File: src/rtl/core/fln_pkg.sv
package fln_pkg;

  // fixed field widths
  localparam int POS_W     = 24;
  localparam int DIFF_W    = POS_W + 1;
  localparam int GAIN_W    = 24;
  localparam int THR_W     = 23;
  localparam int EDGE_W    = 8;
  localparam int SW_W      = 12;
  localparam int ACC_W     = 40;
  localparam int SUM_W     = ACC_W + 1;
  localparam int FRAC_BITS = 8;
  localparam int MAX_EDGES = 255;

  // shared multiplier and divider widths
  localparam int MUL_W  = DIFF_W;
  localparam int PROD_W = 2 * MUL_W;
  localparam int RNUM_W = DIFF_W + GAIN_W;
  localparam int NUM_W  = RNUM_W + FRAC_BITS;
  localparam int DEN_W  = PROD_W;
  localparam int QUO_W  = 32;
  localparam int CNT_W  = $clog2(QUO_W);

  // stream and config port widths
  localparam int S_TDATA_W  = 64;
  localparam int S_TUSER_W  = 2;
  localparam int M_TDATA_W  = 56;
  localparam int CFG_IDX_W  = 3;
  localparam int CFG_DATA_W = 24;

  // register reset values
  localparam logic [GAIN_W-1:0]       GAIN_RST   = 24'd57600;
  localparam logic [THR_W-1:0]        THR_RST    = 23'd1024;
  localparam logic [THR_W-1:0]        MARGIN_RST = 23'd25600;
  localparam logic signed [POS_W-1:0] LOW_RST    = -24'sd51200;
  localparam logic signed [POS_W-1:0] HIGH_RST   = 24'sd51200;
  localparam logic [SW_W-1:0]         SW_RST     = 12'd10;

  typedef enum logic [1:0] {
    CMD_BEGIN  = 2'd0,
    CMD_OTHER  = 2'd1,
    CMD_NEIGH  = 2'd2,
    CMD_FINISH = 2'd3
  } cmd_t;

  typedef enum logic [CFG_IDX_W-1:0] {
    REG_GAIN   = 3'd0,
    REG_THR    = 3'd1,
    REG_MARGIN = 3'd2,
    REG_LEFT   = 3'd3,
    REG_RIGHT  = 3'd4,
    REG_TOP    = 3'd5,
    REG_BOTTOM = 3'd6
  } cfg_reg_t;

  typedef enum logic [3:0] {
    ST_IDLE,
    ST_SQX,
    ST_SQY,
    ST_GNX,
    ST_GNY,
    ST_GOX,
    ST_WAITX,
    ST_GOY,
    ST_WAITY,
    ST_FIN,
    ST_CLAMP
  } state_t;

  typedef struct packed {
    logic             start;
    logic [NUM_W-1:0] num;
    logic [DEN_W-1:0] den;
  } div_req_t;

  typedef struct packed {
    logic             done;
    logic [QUO_W-1:0] quo;
  } div_rsp_t;

  // accumulator add with saturation at the 40-bit limits
  function automatic logic signed [ACC_W-1:0] acc_sat(
    input logic signed [ACC_W-1:0] acc,
    input logic signed [QUO_W:0]   term
  );
    logic signed [SUM_W-1:0] s;
    logic signed [ACC_W-1:0] r;
    s = {acc[ACC_W-1], acc} + {{(SUM_W - QUO_W - 1){term[QUO_W]}}, term};
    if (s[SUM_W-1] != s[ACC_W-1]) begin
      r = s[SUM_W-1] ? {1'b1, {(ACC_W-1){1'b0}}} : {1'b0, {(ACC_W-1){1'b1}}};
    end else begin
      r = s[ACC_W-1:0];
    end
    return r;
  endfunction

endpackage

File: src/rtl/core/fln_mul.sv
module fln_mul (
  input  logic                         clk,
  input  logic [fln_pkg::MUL_W-1:0]    a,
  input  logic [fln_pkg::MUL_W-1:0]    b,
  output logic [fln_pkg::PROD_W-1:0]   p
);

  // one registered unsigned product per cycle
  always_ff @(posedge clk) begin
    p <= a * b;
  end

endmodule

File: src/rtl/core/fln_div.sv
module fln_div (
  input  logic              clk,
  input  logic              rst,
  input  fln_pkg::div_req_t req,
  output fln_pkg::div_rsp_t rsp
);

  logic                          busy;
  logic                          done;
  logic [fln_pkg::CNT_W-1:0]     cnt;
  logic [fln_pkg::DEN_W-1:0]     rem;
  logic [fln_pkg::DEN_W-1:0]     den_r;
  logic [fln_pkg::QUO_W-1:0]     quo_sr;
  logic [fln_pkg::DEN_W:0]       trial;
  logic [fln_pkg::DEN_W:0]       diff;
  logic                          ge;

  // restoring division, one quotient bit per cycle; the upper dividend bits
  // are known to stay below the divisor, so only the low bits are shifted in
  assign trial = {rem, quo_sr[fln_pkg::QUO_W-1]};
  assign diff  = trial - {1'b0, den_r};
  assign ge    = (trial >= {1'b0, den_r});

  always_ff @(posedge clk) begin
    if (rst) begin
      busy <= 1'b0;
      done <= 1'b0;
      cnt  <= '0;
    end else begin
      done <= 1'b0;
      if (req.start) begin
        busy <= 1'b1;
        cnt  <= '0;
      end else if (busy) begin
        cnt <= cnt + 1'b1;
        if (cnt == fln_pkg::CNT_W'(fln_pkg::QUO_W - 1)) begin
          busy <= 1'b0;
          done <= 1'b1;
        end
      end
    end
  end

  always_ff @(posedge clk) begin
    if (req.start) begin
      rem    <= fln_pkg::DEN_W'(req.num[fln_pkg::NUM_W-1:fln_pkg::QUO_W]);
      quo_sr <= req.num[fln_pkg::QUO_W-1:0];
      den_r  <= req.den;
    end else if (busy) begin
      rem    <= ge ? diff[fln_pkg::DEN_W-1:0] : trial[fln_pkg::DEN_W-1:0];
      quo_sr <= {quo_sr[fln_pkg::QUO_W-2:0], ge};
    end
  end

  assign rsp.done = done;
  assign rsp.quo  = quo_sr;

endmodule

File: src/rtl/core/force_layout_node_step.sv
// force layout node step: next position of one graph node in a
// spring-electrical layout, all coordinates signed Q16.8
//
// input stream: a begin transaction loads the own position, edge count and
// pinned flag and clears the force sums; each other-node transaction adds a
// repulsion term, each neighbour transaction subtracts a spring term; a
// finish transaction yields one output transaction with the clamped position
// and a moved flag. no other command gives an output transaction
//
// s_tready drops while a transaction is worked on; a begin transaction
// takes no further step, and a finish also waits out any output stall.
// an other-node item uses one shared 25x25 multiplier four times in a row
// and one shared radix-2 divider once per axis; the neighbour item needs
// only the two divides
//
// the output register holds one result; the block keeps taking input while
// it waits, and a later finish waits in its last step until m_tready frees
// the register. reset (synchronous, rst high) restores the default scene,
// gain, threshold and margin, clears position and force, spring weight 10
module force_layout_node_step (
  input  logic                             clk,
  input  logic                             rst,
  input  logic                             s_tvalid,
  output logic                             s_tready,
  // pos_x [23:0], pos_y [47:24], edge_count [55:48], pinned [56], zero fill
  input  logic [fln_pkg::S_TDATA_W-1:0]    s_tdata,
  // cmd [1:0]
  input  logic [fln_pkg::S_TUSER_W-1:0]    s_tuser,
  output logic                             m_tvalid,
  input  logic                             m_tready,
  // new_x [23:0], new_y [47:24], moved [48], zero fill
  output logic [fln_pkg::M_TDATA_W-1:0]    m_tdata,
  input  logic                             cfg_we,
  input  logic [fln_pkg::CFG_IDX_W-1:0]    cfg_index,
  input  logic [fln_pkg::CFG_DATA_W-1:0]   cfg_data
);

  localparam int POS_W  = fln_pkg::POS_W;
  localparam int DIFF_W = fln_pkg::DIFF_W;
  localparam int SUM_W  = fln_pkg::SUM_W;
  localparam int ACC_W  = fln_pkg::ACC_W;
  localparam int THR_W  = fln_pkg::THR_W;
  localparam int QUO_W  = fln_pkg::QUO_W;

  localparam logic signed [SUM_W-1:0] POS_MAX = SUM_W'(8388607);
  localparam logic signed [SUM_W-1:0] POS_MIN = -SUM_W'(8388608);

  // configuration registers
  logic [fln_pkg::GAIN_W-1:0] gain;
  logic [THR_W-1:0]           stop_thr;
  logic [THR_W-1:0]           margin;
  logic signed [POS_W-1:0]    scene_left;
  logic signed [POS_W-1:0]    scene_right;
  logic signed [POS_W-1:0]    scene_top;
  logic signed [POS_W-1:0]    scene_bottom;

  // node state
  logic signed [POS_W-1:0]    own_x;
  logic signed [POS_W-1:0]    own_y;
  logic signed [ACC_W-1:0]    force_x;
  logic signed [ACC_W-1:0]    force_y;
  logic [fln_pkg::SW_W-1:0]   spring_weight;
  logic                       hold_flag;

  fln_pkg::state_t            state;
  fln_pkg::state_t            state_next;

  // per-item working registers
  logic [DIFF_W-1:0]          mag_x;
  logic [DIFF_W-1:0]          mag_y;
  logic                       neg_x;
  logic                       neg_y;
  logic                       repulse;
  logic [fln_pkg::PROD_W-1:0] lsum;
  logic [fln_pkg::RNUM_W-1:0] num_x;
  logic [fln_pkg::RNUM_W-1:0] num_y;
  logic signed [SUM_W-1:0]    sum_x;
  logic signed [SUM_W-1:0]    sum_y;
  logic signed [DIFF_W-1:0]   lo_x;
  logic signed [DIFF_W-1:0]   hi_x;
  logic signed [DIFF_W-1:0]   lo_y;
  logic signed [DIFF_W-1:0]   hi_y;

  // output register
  logic signed [POS_W-1:0]    out_x;
  logic signed [POS_W-1:0]    out_y;
  logic                       out_moved;
  logic                       out_load;

  // input fields
  fln_pkg::cmd_t              in_cmd;
  logic signed [POS_W-1:0]    in_x;
  logic signed [POS_W-1:0]    in_y;
  logic [fln_pkg::EDGE_W-1:0] in_edges;
  logic                       in_pinned;
  logic                       in_fire;

  logic signed [DIFF_W-1:0]   diff_x;
  logic signed [DIFF_W-1:0]   diff_y;
  logic [fln_pkg::SW_W-1:0]   edge_sat;
  logic [fln_pkg::SW_W-1:0]   weight_new;

  // shared units
  logic [fln_pkg::MUL_W-1:0]  mul_a;
  logic [fln_pkg::MUL_W-1:0]  mul_b;
  logic [fln_pkg::PROD_W-1:0] prod;
  fln_pkg::div_req_t          div_req;
  fln_pkg::div_rsp_t          div_rsp;

  logic                       term_neg;
  logic signed [QUO_W:0]      term;
  logic                       still;
  logic signed [SUM_W-1:0]    thr_w;
  logic signed [SUM_W-1:0]    fx_w;
  logic signed [SUM_W-1:0]    fy_w;
  logic signed [SUM_W-1:0]    cx;
  logic signed [SUM_W-1:0]    cy;
  logic signed [POS_W-1:0]    res_x;
  logic signed [POS_W-1:0]    res_y;

  assign in_cmd    = fln_pkg::cmd_t'(s_tuser);
  assign in_x      = s_tdata[23:0];
  assign in_y      = s_tdata[47:24];
  assign in_edges  = s_tdata[55:48];
  assign in_pinned = s_tdata[56];
  assign in_fire   = s_tvalid && s_tready;

  // offset from the other node, taken against the current own position
  assign diff_x = {own_x[POS_W-1], own_x} - {in_x[POS_W-1], in_x};
  assign diff_y = {own_y[POS_W-1], own_y} - {in_y[POS_W-1], in_y};

  // spring weight (edges + 1) * 10 with the edge count capped
  always_comb begin
    edge_sat = fln_pkg::SW_W'(in_edges);
    if (edge_sat > fln_pkg::SW_W'(fln_pkg::MAX_EDGES)) begin
      edge_sat = fln_pkg::SW_W'(fln_pkg::MAX_EDGES);
    end
    weight_new = fln_pkg::SW_W'((edge_sat + 1'b1) * 4'd10);
  end

  fln_mul u_mul (
    .clk (clk),
    .a   (mul_a),
    .b   (mul_b),
    .p   (prod)
  );

  fln_div u_div (
    .clk (clk),
    .rst (rst),
    .req (div_req),
    .rsp (div_rsp)
  );

  // sequencer: squares and gain products go through the multiplier one per
  // cycle, then one divide per axis
  always_comb begin
    state_next  = state;
    s_tready    = 1'b0;
    mul_a       = mag_x;
    mul_b       = mag_x;
    div_req     = '0;
    out_load    = 1'b0;
    case (state)
      fln_pkg::ST_IDLE: begin
        s_tready = 1'b1;
        if (s_tvalid) begin
          case (in_cmd)
            fln_pkg::CMD_OTHER:  if (!hold_flag) state_next = fln_pkg::ST_SQX;
            fln_pkg::CMD_NEIGH:  if (!hold_flag) state_next = fln_pkg::ST_GOX;
            fln_pkg::CMD_FINISH: state_next = fln_pkg::ST_FIN;
            default: ;
          endcase
        end
      end
      fln_pkg::ST_SQX: begin
        state_next = fln_pkg::ST_SQY;
      end
      fln_pkg::ST_SQY: begin
        mul_a      = mag_y;
        mul_b      = mag_y;
        state_next = fln_pkg::ST_GNX;
      end
      fln_pkg::ST_GNX: begin
        mul_b      = fln_pkg::MUL_W'(gain);
        state_next = fln_pkg::ST_GNY;
      end
      fln_pkg::ST_GNY: begin
        mul_a      = mag_y;
        mul_b      = fln_pkg::MUL_W'(gain);
        // coincident positions add nothing
        state_next = (lsum == '0) ? fln_pkg::ST_IDLE : fln_pkg::ST_GOX;
      end
      fln_pkg::ST_GOX: begin
        div_req.start = 1'b1;
        div_req.num   = repulse ? {num_x, {fln_pkg::FRAC_BITS{1'b0}}}
                                : fln_pkg::NUM_W'(mag_x);
        div_req.den   = repulse ? lsum : fln_pkg::DEN_W'(spring_weight);
        state_next    = fln_pkg::ST_WAITX;
      end
      fln_pkg::ST_WAITX: begin
        if (div_rsp.done) state_next = fln_pkg::ST_GOY;
      end
      fln_pkg::ST_GOY: begin
        div_req.start = 1'b1;
        div_req.num   = repulse ? {num_y, {fln_pkg::FRAC_BITS{1'b0}}}
                                : fln_pkg::NUM_W'(mag_y);
        div_req.den   = repulse ? lsum : fln_pkg::DEN_W'(spring_weight);
        state_next    = fln_pkg::ST_WAITY;
      end
      fln_pkg::ST_WAITY: begin
        if (div_rsp.done) state_next = fln_pkg::ST_IDLE;
      end
      fln_pkg::ST_FIN: begin
        state_next = fln_pkg::ST_CLAMP;
      end
      fln_pkg::ST_CLAMP: begin
        // wait for a free output register
        if (!m_tvalid || m_tready) begin
          out_load   = 1'b1;
          state_next = fln_pkg::ST_IDLE;
        end
      end
      default: state_next = fln_pkg::ST_IDLE;
    endcase
  end

  // signed force term: repulsion pushes along d, spring pulls against it
  always_comb begin
    if (state == fln_pkg::ST_WAITY) begin
      term_neg = repulse ? neg_y : !neg_y;
    end else begin
      term_neg = repulse ? neg_x : !neg_x;
    end
    term = term_neg ? -{1'b0, div_rsp.quo} : {1'b0, div_rsp.quo};
  end

  // finish: drop small motion, add force to the own position
  assign thr_w = SUM_W'(stop_thr);
  assign fx_w  = {force_x[ACC_W-1], force_x};
  assign fy_w  = {force_y[ACC_W-1], force_y};
  assign still = (fx_w > -thr_w) && (fx_w < thr_w) && (fy_w > -thr_w) && (fy_w < thr_w);

  // clamp: low bound first, then high bound, then the 24-bit range
  always_comb begin
    cx = sum_x;
    if (cx < SUM_W'(lo_x)) cx = SUM_W'(lo_x);
    if (cx > SUM_W'(hi_x)) cx = SUM_W'(hi_x);
    if (cx > POS_MAX) cx = POS_MAX;
    if (cx < POS_MIN) cx = POS_MIN;
    cy = sum_y;
    if (cy < SUM_W'(lo_y)) cy = SUM_W'(lo_y);
    if (cy > SUM_W'(hi_y)) cy = SUM_W'(hi_y);
    if (cy > POS_MAX) cy = POS_MAX;
    if (cy < POS_MIN) cy = POS_MIN;
    // a pinned node stays where it is
    res_x = hold_flag ? own_x : cx[POS_W-1:0];
    res_y = hold_flag ? own_y : cy[POS_W-1:0];
  end

  always_ff @(posedge clk) begin
    if (rst) begin
      state <= fln_pkg::ST_IDLE;
    end else begin
      state <= state_next;
    end
  end

  // configuration and node state
  always_ff @(posedge clk) begin
    if (rst) begin
      gain          <= fln_pkg::GAIN_RST;
      stop_thr      <= fln_pkg::THR_RST;
      margin        <= fln_pkg::MARGIN_RST;
      scene_left    <= fln_pkg::LOW_RST;
      scene_right   <= fln_pkg::HIGH_RST;
      scene_top     <= fln_pkg::LOW_RST;
      scene_bottom  <= fln_pkg::HIGH_RST;
      own_x         <= '0;
      own_y         <= '0;
      force_x       <= '0;
      force_y       <= '0;
      spring_weight <= fln_pkg::SW_RST;
      hold_flag     <= 1'b0;
      m_tvalid      <= 1'b0;
    end else begin
      if (cfg_we) begin
        case (fln_pkg::cfg_reg_t'(cfg_index))
          fln_pkg::REG_GAIN:   gain         <= cfg_data;
          fln_pkg::REG_THR:    stop_thr     <= cfg_data[THR_W-1:0];
          fln_pkg::REG_MARGIN: margin       <= cfg_data[THR_W-1:0];
          fln_pkg::REG_LEFT:   scene_left   <= cfg_data;
          fln_pkg::REG_RIGHT:  scene_right  <= cfg_data;
          fln_pkg::REG_TOP:    scene_top    <= cfg_data;
          fln_pkg::REG_BOTTOM: scene_bottom <= cfg_data;
          default: ;
        endcase
      end
      if (in_fire && in_cmd == fln_pkg::CMD_BEGIN) begin
        own_x         <= in_x;
        own_y         <= in_y;
        force_x       <= '0;
        force_y       <= '0;
        spring_weight <= weight_new;
        hold_flag     <= in_pinned;
      end
      if (state == fln_pkg::ST_WAITX && div_rsp.done) begin
        force_x <= fln_pkg::acc_sat(force_x, term);
      end
      if (state == fln_pkg::ST_WAITY && div_rsp.done) begin
        force_y <= fln_pkg::acc_sat(force_y, term);
      end
      if (out_load) begin
        m_tvalid <= 1'b1;
      end else if (m_tready) begin
        m_tvalid <= 1'b0;
      end
    end
  end

  // working registers
  always_ff @(posedge clk) begin
    if (in_fire) begin
      mag_x   <= diff_x[DIFF_W-1] ? DIFF_W'(-diff_x) : DIFF_W'(diff_x);
      mag_y   <= diff_y[DIFF_W-1] ? DIFF_W'(-diff_y) : DIFF_W'(diff_y);
      neg_x   <= diff_x[DIFF_W-1];
      neg_y   <= diff_y[DIFF_W-1];
      repulse <= (in_cmd == fln_pkg::CMD_OTHER);
    end
    case (state)
      fln_pkg::ST_SQY: lsum  <= prod;
      fln_pkg::ST_GNX: lsum  <= lsum + prod;
      fln_pkg::ST_GNY: num_x <= prod[fln_pkg::RNUM_W-1:0];
      fln_pkg::ST_GOX: num_y <= prod[fln_pkg::RNUM_W-1:0];
      fln_pkg::ST_FIN: begin
        sum_x <= SUM_W'(own_x) + (still ? '0 : fx_w);
        sum_y <= SUM_W'(own_y) + (still ? '0 : fy_w);
        lo_x  <= DIFF_W'(scene_left)   + DIFF_W'(margin);
        hi_x  <= DIFF_W'(scene_right)  - DIFF_W'(margin);
        lo_y  <= DIFF_W'(scene_top)    + DIFF_W'(margin);
        hi_y  <= DIFF_W'(scene_bottom) - DIFF_W'(margin);
      end
      default: ;
    endcase
    if (out_load) begin
      out_x     <= res_x;
      out_y     <= res_y;
      out_moved <= (res_x != own_x) || (res_y != own_y);
    end
  end

  assign m_tdata = {7'b0, out_moved, out_y, out_x};

`ifndef SYNTHESIS
  // a pinned node ignores other and neighbour transactions
  a_pinned_skip: assert property (@(posedge clk) disable iff (rst)
    (s_tvalid && s_tready && hold_flag &&
     (s_tuser == fln_pkg::CMD_OTHER || s_tuser == fln_pkg::CMD_NEIGH))
    |=> state == fln_pkg::ST_IDLE)
    else $error("pinned node started force work");

  // divider results only arrive while the sequencer waits for them
  a_div_done: assert property (@(posedge clk) disable iff (rst)
    div_rsp.done |-> (state == fln_pkg::ST_WAITX || state == fln_pkg::ST_WAITY))
    else $error("divider done outside a wait step");

  // a finish transaction holds off input in its finish step
  a_finish_busy: assert property (@(posedge clk) disable iff (rst)
    (s_tvalid && s_tready && s_tuser == fln_pkg::CMD_FINISH) |=> !s_tready)
    else $error("input taken during finish");

  // a pinned node reports no motion
  a_pinned_still: assert property (@(posedge clk) disable iff (rst)
    (state == fln_pkg::ST_CLAMP && hold_flag && (!m_tvalid || m_tready))
    |=> m_tvalid && !m_tdata[48])
    else $error("pinned node reported as moved");
`endif

endmodule
File: config.mk
export PLATFORM = sky130hd
export DESIGN_NAME = force_layout_node_step
export DESIGN_NICKNAME = d
export VERILOG_FILES = /design/src/rtl/core/fln_pkg.sv /design/src/rtl/core/fln_mul.sv /design/src/rtl/core/fln_div.sv /design/src/rtl/core/force_layout_node_step.sv
export SDC_FILE = /design/constraint.sdc
export NUM_CORES = 2
export LEC_CHECK = 0
export BUFFER_PORTS_ARGS = -buffer_cell sky130_fd_sc_hd__buf_4
export CORE_MARGIN = 4
export CORE_UTILIZATION = 46
export DETAILED_ROUTE_END_ITERATION = 10
export PLACE_DENSITY = 0.62
export SLEW_MARGIN = 15
export SYNTH_ARGS = -nofsm -noshare
export SYNTH_HDL_FRONTEND = slang
export SYNTH_SLANG_ARGS = --single-unit
export TNS_END_PERCENT = 20
File: constraint.sdc
create_clock -name clk -period 27.5 [get_ports clk]
set_input_delay 1.375 -clock clk [delete_from_list [all_inputs] [get_ports clk]]
set_output_delay 1.375 -clock clk [all_outputs]
set_load 0.005 [all_outputs]
==> out/results.txt <==
Final Hold Viols: 0
Worst path max stage delay: 0.84 ns
Worst endpoint required time: 28.19 ns
Setup Total Neg Slack: 0 ns
Crit-path slowest cell: o311ai_0
Outcome: finished clean
RSZ-0062 raised after global routing: false
Most frequent CP cell: fa_1
Final Routed Wirelength: 294,000 um
Crit Path Category: reg -> reg
Global-route wire length before repair: 434,000 um
#FFs+latches synth: 932
Setup violators final: 0
Overall routing resource usage: 30.1%
Area Overhead vs Synth: 9.04%
Worst slack, placed: 15.46 ns
Core box area: 0.183 mm2
Die height: 437 um
Drc violations: 0
CTS clk-pin slew, worst paths: 0.06 ns
CP arrival: 12.92 ns
Final #Nets: 11,100
Asr flop ratio synth: 0%
Wire per inst: 24.2 um
Mean Syn Cell Area: 8.87 um2
Final Instance Area: 0.0923 mm2
Port bufs: 141
I/O pin count: 156
EDFF count, synth: 539
Setup crit end kind: register
DR iter-0 viols: 7,215
Clock skew: 0.0755 ns
Hold crit path type: reg -> reg
Pre-antenna DRT Iters: 8
R2r worst-path depth: 35
Seq/Total Area, Yosys: 28.4%
Initial Util: 46.3%
Hold Path Stages: 2
Crit path max fanout: 51
MaxCap Viol Count: 0
Tmin final: 12.24 ns
Largest net degree at the start of global routing: 101
Placed cell areas: 0.0884 mm2
# H-tree levels: 3
Initial antenna violation count: 17
Hpwl dp: 231,000 um
Syn Inst Count: 9,546
Worst Slack Setup Final: 15.26 ns
Vias in the first global route: 68,700
Crit share post-route: 44.5%
R2R setup slack: 15.26 ns
Setup crit start: state[3]$_SDFFE_PP0P_
Least-Margin Pin Slew: 1.34 ns
Die width: 437 um
Hold_buf cts: 0
Filler instances: 17,200
Via/cell ratio: 5.91
Routed vias: 71,600
CTS tree: yes
Max_slew headroom: 8.14%
CP startpoint kind: register
Worst skew pair latency: 0.79 ns
Share of cells above drive strength 1: 5.95%
Setup bufs post-CTS: 0
Top FF cell, synth: edfxtp_1
Termination of the worst setup path: u_mul.p[48]$_DFF_P_
RR Endpoint: u_mul.p[48]$_DFF_P_
CTS root buf: clkbuf_16
CTS max path bufs: 3
Gpl congestion: 1.01
Slew Viols, Final: 0
Synth cell types: 100
Ys Warns: 0
CTS resizes: 0
RR Startpoint: state[3]$_SDFFE_PP0P_
Max Fclk: 81.7 MHz
TritonCTS buffer count: 107
Clock sinks: 932
Row count: 157
Final antenna-violating net count: 0
GRT Residual Overflow: 0
Synth Cell Area: 0.0847 mm2
Die area: 0.191 mm2
## how the worst min path moves through the flow
| stage | start | to | slack, ns |
|---|---|---|---|
| after floorplan | spring_weight[10]$_SDFFE_PP0P_ | spring_weight[10]$_SDFFE_PP0P_ | 0.43 |
| after global placement | spring_weight[7]$_SDFFE_PP0P_ | spring_weight[7]$_SDFFE_PP0P_ | 0.44 |
| after detailed placement | spring_weight[4]$_SDFFE_PP0P_ | spring_weight[4]$_SDFFE_PP0P_ | 0.45 |
| after CTS | spring_weight[4]$_SDFFE_PP0P_ | spring_weight[4]$_SDFFE_PP0P_ | 0.46 |
| after global routing | spring_weight[4]$_SDFFE_PP0P_ | spring_weight[4]$_SDFFE_PP0P_ | 0.48 |
| final | scene_top[14]$_SDFFE_PP0P_ | scene_top[14]$_SDFFE_PP0P_ | 0.46 |
## metrics by stage
step           instances  util (%)  hold WS [ns]
2_1_floorplan       9552         -         0.431
3_3_place_gp       11900      48.3         0.443
3_5_place_dp       11900      48.3         0.449
4_1_cts            12100      50.4         0.458
5_1_grt            12100      50.4         0.475
6_report           12100      50.4         0.457
## flip-flops by register name, indices dropped and copies added (netlist names), 25 cells and up
register	flops
force_x	40
force_y	40
hi_x	25
hi_y	25
lo_x	25
lo_y	25
lsum	50
mag_x	25
mag_y	25
num_x	49
num_y	49
sum_x	41
sum_y	41
u_div.den_r	50
u_div.quo_sr	32
u_div.rem	50
u_mul.p	50
## layer usage
layer  up-vias  wire length [um]  GRT usage, %
met5         -                25             0
met2      2890            124000          44.7
met4         4             12400          11.3
li1      33300                 -             -
met1     34900            129000          42.8
met3       546             28000          6.71
## cell usage in the layout, fill, tap and decap left out, types with 94 or more instances in the layout
cell	Yosys	final
nor2_1	622	618
nand3_1	118	117
nor2b_1	100	99
clkbuf_16	0	111
buf_4	13	257
o21ai_0	434	434
a21o_1	204	203
inv_1	1017	1014
xor2_1	128	128
mux2i_1	99	94
ha_1	893	893
xnor2_1	352	352
edfxtp_1	539	539
o21a_1	117	117
a21oi_1	735	729
nor3_1	114	107
nand2b_1	99	98
nand4_1	95	95
fa_1	539	539
dfxtp_1	393	391
nand2_1	1369	1366
## area by class of cell
type                       instances  area [um2]  area share, %
sequential                       932       24100           26.1
clock inverter                    67         907          0.982
clock buffer                     136        2960           3.21
tap                             2464        3080           3.34
multi-input combinational       7239       55500           60.1
inverter                        1018        3820           4.14
antenna                           11        27.5         0.0298
timing repair buffer             258        1940           2.10
## synth_stat cells, types with 35 or more instances
library cell  count  share of area [%]
dfxtp_1         393                9.3
nand3_1         118               0.70
a21oi_1         735                4.3
ha_1            893                 13
nand2b_1         99               0.73
inv_1          1017                4.5
o21bai_1         56               0.50
a211oi_1         69               0.61
nand4_1          95               0.70
edfxtp_1        539                 19
nand2_1        1369                6.1
and3_1           87               0.64
nor2b_1         100               0.74
a221o_1          45               0.53
nor2_1          622                2.8
o31a_1           90               0.93
nand3b_1         42               0.37
a21o_1          204                1.8
or2_2            38               0.28
a31oi_1          56               0.41
nor4_1           70               0.52
xor2_1          128                1.3
xnor2_1         352                3.6
clkbuf_1        318                1.4
and2_1           47               0.35
nor3_1          114               0.67
a22oi_1          63               0.56
fa_1            539                 13
mux2i_1          99                1.2
o22ai_1          57               0.42
o21a_1          117                1.0
a21boi_0         35               0.31
o21ai_0         434                2.6
## worst max-delay path, delay by kind of cell (launching register included)
family	cells	cell delay [ns]
fa+ha+maj	8	3.87
simple gates	12	3.13
compound gates	7	2.73
buf+inv	7	1.77
xor+xnor	1	0.13
flops	1	0.42
## cells by family after synthesis
logic type / synth area share [%]
compound gates: 17.6
xor+xnor: 4.98
fa+ha+maj: 26.0
buf+inv: 6.22
flops: 28.4
mux: 1.44
other cells: 0.00443
simple gates: 15.3
Power is left out: the tool's default activity adds up to more than one toggle a clock period on the data nets, which glitch-free logic cannot reach.
